**config.mk**
```make
export PLATFORM = sky130hd
export DESIGN_NAME = radial_gradient_shape_fill_flat
export DESIGN_NICKNAME = d
export VERILOG_FILES = /design/src/hw/rtl/rgsf_pkg.sv /design/src/hw/rtl/rgsf_if.sv /design/src/hw/rtl/rgsf_front.sv /design/src/hw/rtl/rgsf_cell.sv /design/src/hw/rtl/radial_gradient_shape_fill.sv /design/src/flat_wrapper.sv
export VERILOG_INCLUDE_DIRS = /design/src /design/src/hw/rtl
export SDC_FILE = /design/constraint.sdc
export NUM_CORES = 2
export LEC_CHECK = 0
export BUFFER_PORTS_ARGS = -buffer_cell sky130_fd_sc_hd__buf_2
export CAP_MARGIN = 15
export CORE_MARGIN = 2
export CORE_UTILIZATION = 55
export DETAILED_ROUTE_END_ITERATION = 10
export PLACE_DENSITY = 0.77
export SKIP_CTS_REPAIR_TIMING = 1
export SLEW_MARGIN = 40
export SYNTH_ARGS = -nofsm -noshare
export SYNTH_HDL_FRONTEND = slang
export SYNTH_SLANG_ARGS = --single-unit
```
**constraint.sdc**
```tcl
create_clock -name clk -period 57.7 [get_ports clk]
set_clock_uncertainty 0.2 [all_clocks]
set_input_delay 5.77 -clock clk [delete_from_list [all_inputs] [get_ports clk]]
set_output_delay 5.77 -clock clk [all_outputs]
set_load 0.05 [all_outputs]
```
**src/hw/rtl/radial_gradient_shape_fill_macros.svh**
```systemverilog
// Assertion macros used by the gradient painter top level.
// Depends on nothing; included by the top level, the one file that carries assertions.
`ifndef RADIAL_GRADIENT_SHAPE_FILL_MACROS_SVH
`define RADIAL_GRADIENT_SHAPE_FILL_MACROS_SVH
`ifndef SYNTHESIS
// Same-cycle implication, disabled during reset.
`define RGSF_ASSERT_IMP(lbl, c, r, a, b) \
  lbl: assert property (@(posedge c) disable iff (r) (a) |-> (b)) \
    else $error("assertion failed");
// Next-cycle implication, disabled during reset.
`define RGSF_ASSERT_NXT(lbl, c, r, a, b) \
  lbl: assert property (@(posedge c) disable iff (r) (a) |=> (b)) \
    else $error("assertion failed");
`else
`define RGSF_ASSERT_IMP(lbl, c, r, a, b)
`define RGSF_ASSERT_NXT(lbl, c, r, a, b)
`endif
`endif

```
**src/hw/rtl/rgsf_pkg.sv**
```systemverilog
// Shared constants, types and register codes of the gradient painter.
// Depends on nothing; used by the interfaces, front end, cell and top level.
`default_nettype none
package rgsf_pkg;
  localparam int IMAGE_ROWS = 480;
  localparam int IMAGE_COLS = 640;
  localparam int ROW_W = 9;
  localparam int COL_W = 10;
  localparam int GRAY_W = 8;
  localparam int SPAN_W = 10;
  localparam int CFG_IDX_W = 3;
  localparam int CFG_DATA_W = 10;
  localparam int EXT_W = 12;
  localparam int M2_W = 19;
  localparam int D2_W = 22;
  localparam int TGT_W = 38;
  localparam int STEPS = 8;
  localparam int POS_W = 3;
  localparam logic [GRAY_W-1:0] GRAY_MAX = 8'hFF;
  localparam logic [15:0] GRAY_SQ = 16'd65025;

  typedef enum logic [CFG_IDX_W-1:0] {
    REG_SHAPE     = 3'd0,
    REG_TOP       = 3'd1,
    REG_LEFT      = 3'd2,
    REG_SPAN_ROWS = 3'd3,
    REG_SPAN_COLS = 3'd4
  } cfg_reg_t;

  typedef struct packed {
    logic              shape_is_circle;
    logic [ROW_W-1:0]  top_row;
    logic [COL_W-1:0]  left_col;
    logic [SPAN_W-1:0] span_rows;
    logic [SPAN_W-1:0] span_cols;
  } cfg_t;

  // One pipeline slot travelling down the row of search cells.
  typedef struct packed {
    logic              valid;
    logic              covered;
    logic              m2_zero;
    logic              tgt_zero;
    logic [GRAY_W-1:0] background;
    logic [M2_W-1:0]   m2;
    logic [TGT_W-1:0]  target;
    logic [TGT_W-1:0]  acc_sq;
    logic [TGT_W-1:0]  acc_lin;
    logic [GRAY_W-1:0] k;
  } cell_t;
endpackage
`default_nettype wire

```
**src/hw/rtl/rgsf_if.sv**
```systemverilog
// Channel interfaces of the gradient painter: pixel in, result out, config.
// Depends on rgsf_pkg.
`default_nettype none
interface rgsf_pix_if;
  logic                          valid;
  logic                          ready;
  logic [rgsf_pkg::ROW_W-1:0]    pixel_row;
  logic [rgsf_pkg::COL_W-1:0]    pixel_col;
  logic [rgsf_pkg::GRAY_W-1:0]   background;
  modport source (output valid, pixel_row, pixel_col, background, input ready);
  modport sink (input valid, pixel_row, pixel_col, background, output ready);
endinterface

interface rgsf_res_if;
  logic                          valid;
  logic                          ready;
  logic [rgsf_pkg::GRAY_W-1:0]   gray_out;
  logic                          covered;
  modport source (output valid, gray_out, covered, input ready);
  modport sink (input valid, gray_out, covered, output ready);
endinterface

interface rgsf_cfg_if;
  logic                            valid;
  logic                            ready;
  logic [rgsf_pkg::CFG_IDX_W-1:0]  index;
  logic [rgsf_pkg::CFG_DATA_W-1:0] data;
  modport source (output valid, index, data, input ready);
  modport sink (input valid, index, data, output ready);
endinterface
`default_nettype wire

```
**src/hw/rtl/rgsf_front.sv**
```systemverilog
// Two-stage front end: coverage test, squared distances and search target.
// Depends on rgsf_pkg.
`default_nettype none
module rgsf_front (
  input  wire logic                        clk,
  input  wire logic                        rst,
  input  wire logic                        en,
  input  wire logic                        in_valid,
  input  wire logic [rgsf_pkg::ROW_W-1:0]  pixel_row,
  input  wire logic [rgsf_pkg::COL_W-1:0]  pixel_col,
  input  wire logic [rgsf_pkg::GRAY_W-1:0] background,
  input  wire rgsf_pkg::cfg_t              cfg,
  output rgsf_pkg::cell_t                  out_c
);
  localparam int EW = rgsf_pkg::EXT_W;

  logic [rgsf_pkg::SPAN_W-2:0] hr, hc;
  logic [rgsf_pkg::SPAN_W-1:0] w;
  logic [EW-1:0] row_x, col_x, cen_r, cen_c, end_r, end_c;
  logic signed [EW-1:0] dr, dc;
  logic signed [2*EW-1:0] dr_p, dc_p;
  logic inbox;

  // Stage one registers.
  logic                        v1, inbox1, circ1;
  logic [rgsf_pkg::D2_W-1:0]   dr2, dc2;
  logic [rgsf_pkg::M2_W-1:0]   m2_1;
  logic [17:0]                 hr2_1;
  logic [rgsf_pkg::GRAY_W-1:0] bg1;

  logic [rgsf_pkg::D2_W-1:0]   d2;
  rgsf_pkg::cell_t             nxt;

  always_comb begin
    hr    = cfg.span_rows[rgsf_pkg::SPAN_W-1:1];
    hc    = cfg.shape_is_circle ? hr : cfg.span_cols[rgsf_pkg::SPAN_W-1:1];
    w     = cfg.shape_is_circle ? cfg.span_rows : cfg.span_cols;
    row_x = EW'(pixel_row);
    col_x = EW'(pixel_col);
    cen_r = EW'(cfg.top_row) + EW'(hr);
    cen_c = EW'(cfg.left_col) + EW'(hc);
    end_r = EW'(cfg.top_row) + EW'(cfg.span_rows);
    end_c = EW'(cfg.left_col) + EW'(w);
    dr    = $signed(row_x) - $signed(cen_r);
    dc    = $signed(col_x) - $signed(cen_c);
    dr_p  = dr * dr;
    dc_p  = dc * dc;
    inbox = (row_x < EW'(rgsf_pkg::IMAGE_ROWS)) && (col_x < EW'(rgsf_pkg::IMAGE_COLS))
         && (row_x >= EW'(cfg.top_row)) && (row_x < end_r)
         && (col_x >= EW'(cfg.left_col)) && (col_x < end_c);
  end

  always_ff @(posedge clk) begin
    if (rst) begin
      v1 <= 1'b0;
    end else if (en) begin
      v1 <= in_valid;
    end
    if (en) begin
      inbox1 <= inbox;
      circ1  <= cfg.shape_is_circle;
      dr2    <= dr_p[rgsf_pkg::D2_W-1:0];
      dc2    <= dc_p[rgsf_pkg::D2_W-1:0];
      hr2_1  <= 18'(hr) * 18'(hr);
      m2_1   <= rgsf_pkg::M2_W'(18'(hr) * 18'(hr)) + rgsf_pkg::M2_W'(18'(hc) * 18'(hc));
      bg1    <= background;
    end
  end

  always_comb begin
    d2             = dr2 + dc2;
    nxt            = '0;
    nxt.valid      = v1;
    nxt.covered    = inbox1 && (!circ1 || (d2 <= rgsf_pkg::D2_W'(hr2_1)));
    nxt.m2_zero    = (m2_1 == '0);
    nxt.tgt_zero   = (d2 == '0);
    nxt.background = bg1;
    nxt.m2         = m2_1;
    nxt.target     = rgsf_pkg::TGT_W'(d2) * rgsf_pkg::TGT_W'(rgsf_pkg::GRAY_SQ);
  end

  always_ff @(posedge clk) begin
    if (rst) begin
      out_c.valid <= 1'b0;
    end else if (en) begin
      out_c <= nxt;
    end
  end
endmodule
`default_nettype wire

```
**src/hw/rtl/rgsf_cell.sv**
```systemverilog
// One search cell: decides one bit of the largest k with k*k*m2 below target.
// Depends on rgsf_pkg.
`default_nettype none
module rgsf_cell (
  input  wire logic                       clk,
  input  wire logic                       rst,
  input  wire logic                       en,
  input  wire logic [rgsf_pkg::POS_W-1:0] bit_pos,
  input  wire rgsf_pkg::cell_t            in_c,
  output rgsf_pkg::cell_t                 out_c
);
  logic [rgsf_pkg::TGT_W-1:0] m2w, trial;
  logic [rgsf_pkg::POS_W:0]   sh1;
  rgsf_pkg::cell_t            nxt;

  // (k + b)^2 m2 = k^2 m2 + 2 b k m2 + b^2 m2, with k m2 kept as a running sum.
  always_comb begin
    m2w   = rgsf_pkg::TGT_W'(in_c.m2);
    sh1   = {1'b0, bit_pos} + 1'b1;
    trial = in_c.acc_sq + (in_c.acc_lin << sh1) + (m2w << {bit_pos, 1'b0});
    nxt   = in_c;
    if (trial < in_c.target) begin
      nxt.acc_sq  = trial;
      nxt.acc_lin = in_c.acc_lin + (m2w << bit_pos);
      nxt.k       = in_c.k | (rgsf_pkg::GRAY_W'(1) << bit_pos);
    end
  end

  always_ff @(posedge clk) begin
    if (rst) begin
      out_c.valid <= 1'b0;
    end else if (en) begin
      out_c <= nxt;
    end
  end
endmodule
`default_nettype wire

```
**src/hw/rtl/radial_gradient_shape_fill.sv**
```systemverilog
// Top level of the radial gradient shape painter: config registers, pipeline, output.
// Depends on rgsf_pkg, rgsf_if, rgsf_front, rgsf_cell and the assertion macros.
//
//  channel | dir | beat contents
//  --------+-----+------------------------------------------
//  pix     | in  | pixel_row, pixel_col, background
//  res     | out | gray_out, covered
//  cfg     | in  | index, data (register write, always ready)
//
// One pixel beat is taken every cycle while res does not stall; each beat passes through
// two front stages, eight search cells and one output register on its way to res.
// There are eight cells, one per bit of the gradient step k.
// Reset is synchronous and active high; it empties the pipeline and loads defaults.
// A stall on res freezes the whole pipeline and drops pix.ready in the same cycle.
`default_nettype none
`include "radial_gradient_shape_fill_macros.svh"
module radial_gradient_shape_fill (
  input wire logic clk,
  input wire logic rst,
  rgsf_cfg_if.sink cfg,
  rgsf_pix_if.sink pix,
  rgsf_res_if.source res
);
  rgsf_pkg::cfg_t  regs;
  rgsf_pkg::cell_t chain [rgsf_pkg::STEPS+1];
  rgsf_pkg::cell_t last;
  logic            en;
  logic [rgsf_pkg::GRAY_W-1:0] k_fin, gray_next;

  // Configuration writes are always accepted; unknown indexes are dropped.
  assign cfg.ready = 1'b1;

  always_ff @(posedge clk) begin
    if (rst) begin
      regs.shape_is_circle <= 1'b0;
      regs.top_row         <= '0;
      regs.left_col        <= '0;
      regs.span_rows       <= rgsf_pkg::SPAN_W'(1);
      regs.span_cols       <= rgsf_pkg::SPAN_W'(1);
    end else if (cfg.valid) begin
      unique case (rgsf_pkg::cfg_reg_t'(cfg.index))
        rgsf_pkg::REG_SHAPE:     regs.shape_is_circle <= cfg.data[0];
        rgsf_pkg::REG_TOP:       regs.top_row   <= cfg.data[rgsf_pkg::ROW_W-1:0];
        rgsf_pkg::REG_LEFT:      regs.left_col  <= cfg.data[rgsf_pkg::COL_W-1:0];
        rgsf_pkg::REG_SPAN_ROWS: regs.span_rows <= cfg.data;
        rgsf_pkg::REG_SPAN_COLS: regs.span_cols <= cfg.data;
        default: ;
      endcase
    end
  end

  // The whole pipeline advances whenever the output register is free or draining.
  assign en        = !res.valid || res.ready;
  assign pix.ready = en;

  rgsf_front u_front (
    .clk        (clk),
    .rst        (rst),
    .en         (en),
    .in_valid   (pix.valid),
    .pixel_row  (pix.pixel_row),
    .pixel_col  (pix.pixel_col),
    .background (pix.background),
    .cfg        (regs),
    .out_c      (chain[0])
  );

  // Cell i settles bit (7 - i) of k, most significant first.
  for (genvar i = 0; i < rgsf_pkg::STEPS; i++) begin : g_cell
    rgsf_cell u_cell (
      .clk     (clk),
      .rst     (rst),
      .en      (en),
      .bit_pos (rgsf_pkg::POS_W'(rgsf_pkg::STEPS - 1 - i)),
      .in_c    (chain[i]),
      .out_c   (chain[i+1])
    );
  end

  assign last = chain[rgsf_pkg::STEPS];

  // The cells find the largest k with k*k*m2 below the target; the ceiling is one
  // more, capped at full scale. A zero target or a zero corner distance are caught
  // here since the search alone cannot see them.
  always_comb begin
    k_fin = (last.k == rgsf_pkg::GRAY_MAX) ? rgsf_pkg::GRAY_MAX : last.k + 1'b1;
    if (!last.covered) begin
      gray_next = last.background;
    end else if (last.m2_zero || last.tgt_zero) begin
      gray_next = rgsf_pkg::GRAY_MAX;
    end else begin
      gray_next = rgsf_pkg::GRAY_MAX - k_fin;
    end
  end

  always_ff @(posedge clk) begin
    if (rst) begin
      res.valid <= 1'b0;
    end else if (en) begin
      res.valid <= last.valid;
    end
    if (en) begin
      res.gray_out <= gray_next;
      res.covered  <= last.covered;
    end
  end

  `RGSF_ASSERT_IMP(a_stall_blocks_input, clk, rst, res.valid && !res.ready, !pix.ready)
  `RGSF_ASSERT_IMP(a_empty_out_ready, clk, rst, !res.valid, pix.ready)
  `RGSF_ASSERT_NXT(a_res_held, clk, rst, res.valid && !res.ready, res.valid)
endmodule
`default_nettype wire

```
**src/flat_wrapper.sv**
```systemverilog
// flat-port wrapper written by rule: the top's interface ports become plain ports
module radial_gradient_shape_fill_flat 
  (clk, rst, cfg_valid, cfg_index, cfg_data, cfg_ready, pix_valid, pix_pixel_row, pix_pixel_col, pix_background, pix_ready, res_valid, res_gray_out, res_covered, res_ready);
  rgsf_cfg_if cfg_i ();
  rgsf_pix_if pix_i ();
  rgsf_res_if res_i ();
  input wire logic clk;
  input wire logic rst;
  input wire logic [$bits(cfg_i.valid)-1:0] cfg_valid;
  input wire logic [$bits(cfg_i.index)-1:0] cfg_index;
  input wire logic [$bits(cfg_i.data)-1:0] cfg_data;
  output wire logic [$bits(cfg_i.ready)-1:0] cfg_ready;
  input wire logic [$bits(pix_i.valid)-1:0] pix_valid;
  input wire logic [$bits(pix_i.pixel_row)-1:0] pix_pixel_row;
  input wire logic [$bits(pix_i.pixel_col)-1:0] pix_pixel_col;
  input wire logic [$bits(pix_i.background)-1:0] pix_background;
  output wire logic [$bits(pix_i.ready)-1:0] pix_ready;
  output wire logic [$bits(res_i.valid)-1:0] res_valid;
  output wire logic [$bits(res_i.gray_out)-1:0] res_gray_out;
  output wire logic [$bits(res_i.covered)-1:0] res_covered;
  input wire logic [$bits(res_i.ready)-1:0] res_ready;
  assign cfg_i.valid = cfg_valid;
  assign cfg_i.index = cfg_index;
  assign cfg_i.data = cfg_data;
  assign cfg_ready = cfg_i.ready;
  assign pix_i.valid = pix_valid;
  assign pix_i.pixel_row = pix_pixel_row;
  assign pix_i.pixel_col = pix_pixel_col;
  assign pix_i.background = pix_background;
  assign pix_ready = pix_i.ready;
  assign res_valid = res_i.valid;
  assign res_gray_out = res_i.gray_out;
  assign res_covered = res_i.covered;
  assign res_i.ready = res_ready;
  radial_gradient_shape_fill u_core (.clk(clk), .rst(rst), .cfg(cfg_i), .pix(pix_i), .res(res_i));
endmodule
```
======== Yosys cells after proc, flatten, opt, wreduce, memory -nomap -nowiden ========
Cells that the tools add are included.
storage, ports and cells
  bits in registers ....................... 1,242
  bits in latches ......................... 0
  bits in writable memories ............... 0
  bits in read-only memories .............. 0
  output and inout bits ................... 12
  word-level logic and storage cells ...... 196
  memories kept ........................... 0
cells by class
  $add $sub $neg .......................... 30
  $mul .................................... 6
  divide/modulo/power cells ............... 0
  $lt $le $gt $ge ......................... 15
  equal/unequal tests ..................... 5
  shift-type cells ........................ 0
  muxes and demuxes ....................... 11
  bitwise operators ....................... 1
  reduce and logical (&&, ||, !) cells .... 20
operators by type and width
  operator                  number
  $mux W84                  5
  $lt A38 B38 Y1            6
  $add A38 B38 Y38          5
  $mux W79                  1
  $add A38 B21 Y38          2
  $add A38 B23 Y38          2
  $mul A9 B9 Y18            3
  $add A35 B38 Y38          1
  $add A38 B19 Y38          1
  $add A38 B20 Y38          1
  $add A38 B22 Y38          1
  $add A38 B24 Y38          1
  $add A38 B25 Y38          1
  $add A38 B27 Y38          1
  $add A38 B29 Y38          1
  $lt A33 B38 Y1            1
  $lt A35 B38 Y1            1
  $mul A22 B16 Y38 const B  1
  $add A34 B31 Y35          1
  $add A33 B33 Y34          1
  $add A26 B25 Y27          1
  $mux W8                   3
  $add A22 B22 Y22          1
  $le A22 B18 Y1            1
  31 further kinds          45

======== Depth between registers and ports, before layout ========
  depth after elaboration ................. 6
  gate-level depth with buffers ........... 36
  depth with buffers taken out ............ 34

======== Hierarchy ========
From an unflattened synthesis, not the netlist that was laid out.
unflattened totals
  cells, all modules ...................... 14,482
  area total of the unflattened synthesis .. 137,325.5 µm²
by module, submodules not included
  module                                   instances  cells each  area an instance (µm²)  sequential area each (µm²)
  rgsf_cell (u_core.g_cell[0].u_cell ...)  4          1,475       13,569.3                4,584.4
  rgsf_front                               1          2,816       27,880.5                4,724.5
  rgsf_cell (u_core.g_cell[6].u_cell ...)  2          1,369       13,255.2                4,584.4
  rgsf_cell (u_core.g_cell[5].u_cell)      1          1,432       13,387.8                4,584.4
  rgsf_cell (u_core.g_cell[4].u_cell)      1          1,359       13,264.0                4,584.4
  radial_gradient_shape_fill               1          237         2,005.7                 1,091.0

======== Least setup slack after synthesis ========
OpenSTA, ideal clock, no wires.
  path type ............................... input-to-reg
  from .................................... input rst
  to ...................................... register u_core.g_cell[0].u_cell.out_c[100] in the netlist's numbering (enable)
  data arrival time ....................... 45,026 ps
  setup slack ............................. 10,197 ps
  stages .................................. 3
  path buffers ............................ 2
  path through ............................ clkbuf_1 -> clkbuf_1 -> nor2_1
between the ends
  word-level cells in the longest chain between the ends .. 2
ends and longest elaborated chain
  item                         line               source
  start, declared              flat_wrapper.sv:8  input wire logic rst;
  $not A1 Y1 (no line)         -
  $reduce_and A2 Y1 (no line)  -
  end signal, assigned         rgsf_cell.sv:33    out_c <= nxt;
  end, declared                rgsf_cell.sv:10    output rgsf_pkg::cell_t out_c
Every way passes these cells.
A chain may end at the register's enable or synchronous reset.

======== Worst setup path in the final report ========
  from .................................... input pix_pixel_col[0]
  to ...................................... register u_core.u_front.dc2[21] in the netlist's numbering (data pin)
between the ends
  word-level cells in the longest chain between the ends .. 2
ends and longest elaborated chain
  item                         line                source
  start, declared              flat_wrapper.sv:15  input wire logic [$bits(pix_i.pixel_col)-1:0] pix_pixel_col;
  $sub A10 B11 Y12             rgsf_front.sv:45    dc = $signed(col_x) - $signed(cen_c);
  $mul A12 B12 Y22             rgsf_front.sv:47    dc_p = dc * dc;
  net u_core.u_front.dc_p[21]  rgsf_front.sv:21    logic signed [2*EW-1:0] dr_p, dc_p;
  end signal, assigned         rgsf_front.sv:63    dc2 <= dc_p[rgsf_pkg::D2_W-1:0];
  end, declared                rgsf_front.sv:26    logic [rgsf_pkg::D2_W-1:0] dr2, dc2;
The timed path passes the listed nets, and every way through them passes these cells.

==> results.py <==
metrics = {
    "clock_tree": {
        "worstSkewPairLatency_ns": 0.72,
        "cts_buffer_depth": 3,
        "cts_htree_levels": 3,
        "numClockSinks": 1088,
        "root_buffer": "clkbuf_16",
        "cts_tree": "done",
        "numCtsBuffers": 111,
        "clk_pin_slew_ns": 0.06,
    },
    "timing": {
        "fmaxAchievable_ghz": 0.0714,
        "finalCriticalPeriod_ns": 14.01,
        "tightestPinTransition_ns": 0.839,
        "rsz0062_at_grt": "no",
        "tns_ns": 0,
        "setup_viol": 0,
        "fin_crit_sh_pct": 24.3,
        "hold_violations": 0,
        "max_slew_margin_pct": 42.6,
        "slew_violations": 0,
    },
    "synthesis": {
        "synth-simple-area-share_pct": 8.97,
        "synthArstFlopShare_pct": 0,
        "synth_compound_area_share_pct": 9.75,
        "syn_area_sq_um": 80600,
        "ys_seq_elements": 1088,
        "syn-num-nets": 8677,
        "synth_top_family_by_area": "adder cells",
        "synth-xor-area-share_pct": 5.03,
        "yosysSeqAreaShare_pct": 39.9,
        "syn_avg_cell_area_sq_um": 11.3,
        "synth_cells": 7106,
        "synth_edf_count": 1037,
        "synth_mux_area_share_pct": 2.45,
        "synth_flop_cell": "edfxtp_1",
        "synthAdderAreaFrac_pct": 28.8,
        "synth_cell_type_count": 92,
        "yosys_warnings": 0,
    },
    "critical_path": {
        "startpoint": "pix_pixel_col[0]",
        "rrSetupSlack_ns": 47.49,
        "crit_slowest_cell": "fa_1",
        "regToRegStartpoint": "u_core.regs[39]$_SDFFE_PP0P_",
        "critical_path.max_stage_delay_ns": 0.57,
        "path_depth": 33,
        "rr_worst_depth": 32,
        "crit_fanout": 9,
        "critPathArrivalTime_ns": 14.29,
        "rr_endpoint": "u_core.u_front.dc2[21]$_DFFE_PN_",
        "start_kind": "primary input",
        "crit_path_frequent_cell": "fa_1",
        "critPathTopFamily": "adder cells",
        "crit_end": "u_core.u_front.dc2[21]$_DFFE_PN_",
        "required_ns": 57.98,
        "cp.buffers_inverters": 7,
        "worstSetupPathType": "primary input to flop",
        "worstSetupEndpointType": "flop",
    },
    "cells_and_area": {
        "final_nets": 8813,
        "fill_cells": 11555,
        "syn_to_final_growth_pct": 8.24,
        "diodes": 0,
        "final_cell_mix": "edfxtp_1 (1037), inv_1 (987), ha_1 (979), fa_1 (547), nand2_1 (516)",
        "drive_gt1_share_pct": 6.94,
        "final_common_cell": "edfxtp_1",
        "final_util_pct": 59.9,
    },
    "floorplanning": {
        "die_h_um": 387,
        "die_x_um": 387,
        "pin_count": 57,
        "coreArea_sq_um": 146000,
        "rows": 140,
        "dieArea_sq_um": 150000,
        "start_util_pct": 55.3,
    },
    "grt": {
        "grt_pass1_vias": 55199,
        "antenna_found_initial": 0,
        "grt-ovfl-total": 0,
        "grt_start_max_net_pins": 97,
        "grt.total_usage_pct": 22.9,
        "grt_pass1_wl_mm": 276,
    },
    "placed_design": {
        "gp_congestion": 0.931,
        "hpwl_mm": 135,
        "port_buffers": 55,
    },
    "routing": {
        "dr.first_iter.drc_count": 2724,
        "routed-via-count": 51940,
        "wl_per_cell_um": 18.2,
        "via_per_inst": 5.61,
        "dr.pass1.iters": 5,
        "drtAntennaViolNets": 0,
        "routed_wl_mm": 169,
        "drc": 0,
    },
    "hold_path": {
        "min_path_type": "flop to flop",
    },
    "run": {
        "maxCapViolations": 0,
    },
    "status": {
        "outcome": "finished, final reports clean",
    },
}
-- cells by family after synthesis --
| logic type | Yosys count |
|---|---|
| AOI/OAI and AO/OA | 1209 |
| xor gates and xnor gates | 463 |
| adders and majority gates | 1526 |
| buffers and inverters | 1083 |
| DFF | 1088 |
| muxes | 177 |
| other | 1 |
| and+or+nand+nor | 1559 |
-- flip-flops by register name, summed over array words and instances, names as in the netlist, 8 cells and up --
signal                      cells
u_core.g_cell.u_cell.out_c    880
u_core.u_front.out_c           69
u_core.regs                    40
u_core.u_front.dc2             21
u_core.u_front.dr2             21
u_core.u_front.m2_1            19
u_core.u_front.hr2_1           17
u_core.res.gray_out             8
u_core.u_front.bg1              8
-- synthesized netlist by cell type (8+ instances only) --
cell       number  area share (%)
a211o_1        13            0.14
o31ai_1        20            0.19
a31oi_1        31            0.24
or2_2          20            0.16
a211oi_1       49            0.46
and4_1          9           0.098
mux2_2        162             2.3
nor3b_1         8           0.075
nand4_1        53            0.41
nand2b_1       55            0.43
o21a_1         49            0.46
edfxtp_1     1037              39
nor4b_1         9           0.098
a21boi_0       25            0.23
and3_1         44            0.34
nor3_1        104            0.65
a2111oi_0      16            0.17
nor2b_1        70            0.54
nor4_1         22            0.17
nand3_1       110            0.68
ha_1          979              15
o21bai_1       54            0.50
inv_1         988             4.6
nor2_1        429             2.0
clkbuf_1       68            0.32
o41ai_1        11            0.12
dfxtp_1        51             1.3
fa_1          547              14
or3_1          28            0.22
nand2_1       516             2.4
o2111ai_1      11            0.12
mux2i_1        15            0.19
o211ai_1       24            0.22
o31a_1          8           0.087
o21ai_0       232             1.4
and2_1         55            0.43
buf_2          11           0.068
a31o_2         12            0.13
xor2_1        146             1.6
clkinv_1        9           0.042
a21o_1        192             1.8
a21oi_1       381             2.4
xnor2_1       317             3.4
-- final cells by class --
type	instances	area [sq um]	share of cell area, %
Multi-Input combinational cell	4935	44400	51.0
Inverter	998	3750	4.30
Clock buffer	132	2920	3.35
Clock inverter	75	776	0.890
Timing Repair Buffer	108	759	0.871
Sequential cell	1088	32200	36.9
Tap cell	1917	2400	2.75
-- routing by layer --
metal	GRT usage, %	wire [um]	part of all wire, %	vias to the layer above
li1	-	-	-	25080
met5	0	0	0	-
met1	26.3	67000	40	25321
met4	12.1	9970	5.9	0
met2	41.6	86200	51	1087
met3	2.72	5520	3.3	452
-- worst min path at each step --
stage	startpoint	endpoint	slack [ns]	cells after the start
3_3_place_gp	u_core.g_cell[4].u_cell.out_c[141]$_DFFE_PP_	u_core.g_cell[5].u_cell.out_c[141]$_DFFE_PP_	0.20	0
5_1_grt	u_core.g_cell[4].u_cell.out_c[142]$_DFFE_PP_	u_core.g_cell[5].u_cell.out_c[142]$_DFFE_PP_	0.21	0
6_report	u_core.u_front.out_c[141]$_DFFE_PP_	u_core.g_cell[0].u_cell.out_c[141]$_DFFE_PP_	0.20	0
4_1_cts	u_core.u_front.out_c[141]$_DFFE_PP_	u_core.g_cell[0].u_cell.out_c[141]$_DFFE_PP_	0.19	0
2_1_floorplan	u_core.u_front.out_c[141]$_DFFE_PP_	u_core.g_cell[0].u_cell.out_c[141]$_DFFE_PP_	0.20	0
3_5_place_dp	u_core.u_front.out_c[141]$_DFFE_PP_	u_core.g_cell[0].u_cell.out_c[141]$_DFFE_PP_	0.20	0
-- metrics by stage --
step / area, sq um / hold slack [ns] / setup slack [ns] / std cells
final: 87200 / 0.201 / 43.69 / 9253
after global placement: 83300 / 0.201 / 43.04 / 9044
after CTS: 87100 / 0.193 / 43.75 / 9252
after floorplan: 80600 / 0.200 / 10.20 / 7106
after global routing: 87200 / 0.211 / 43.02 / 9253
after detailed placement: 83500 / 0.205 / 42.96 / 9045
Power is not shown: default switching activity piles up to over one toggle a cycle in this logic, so the estimate is an artifact.
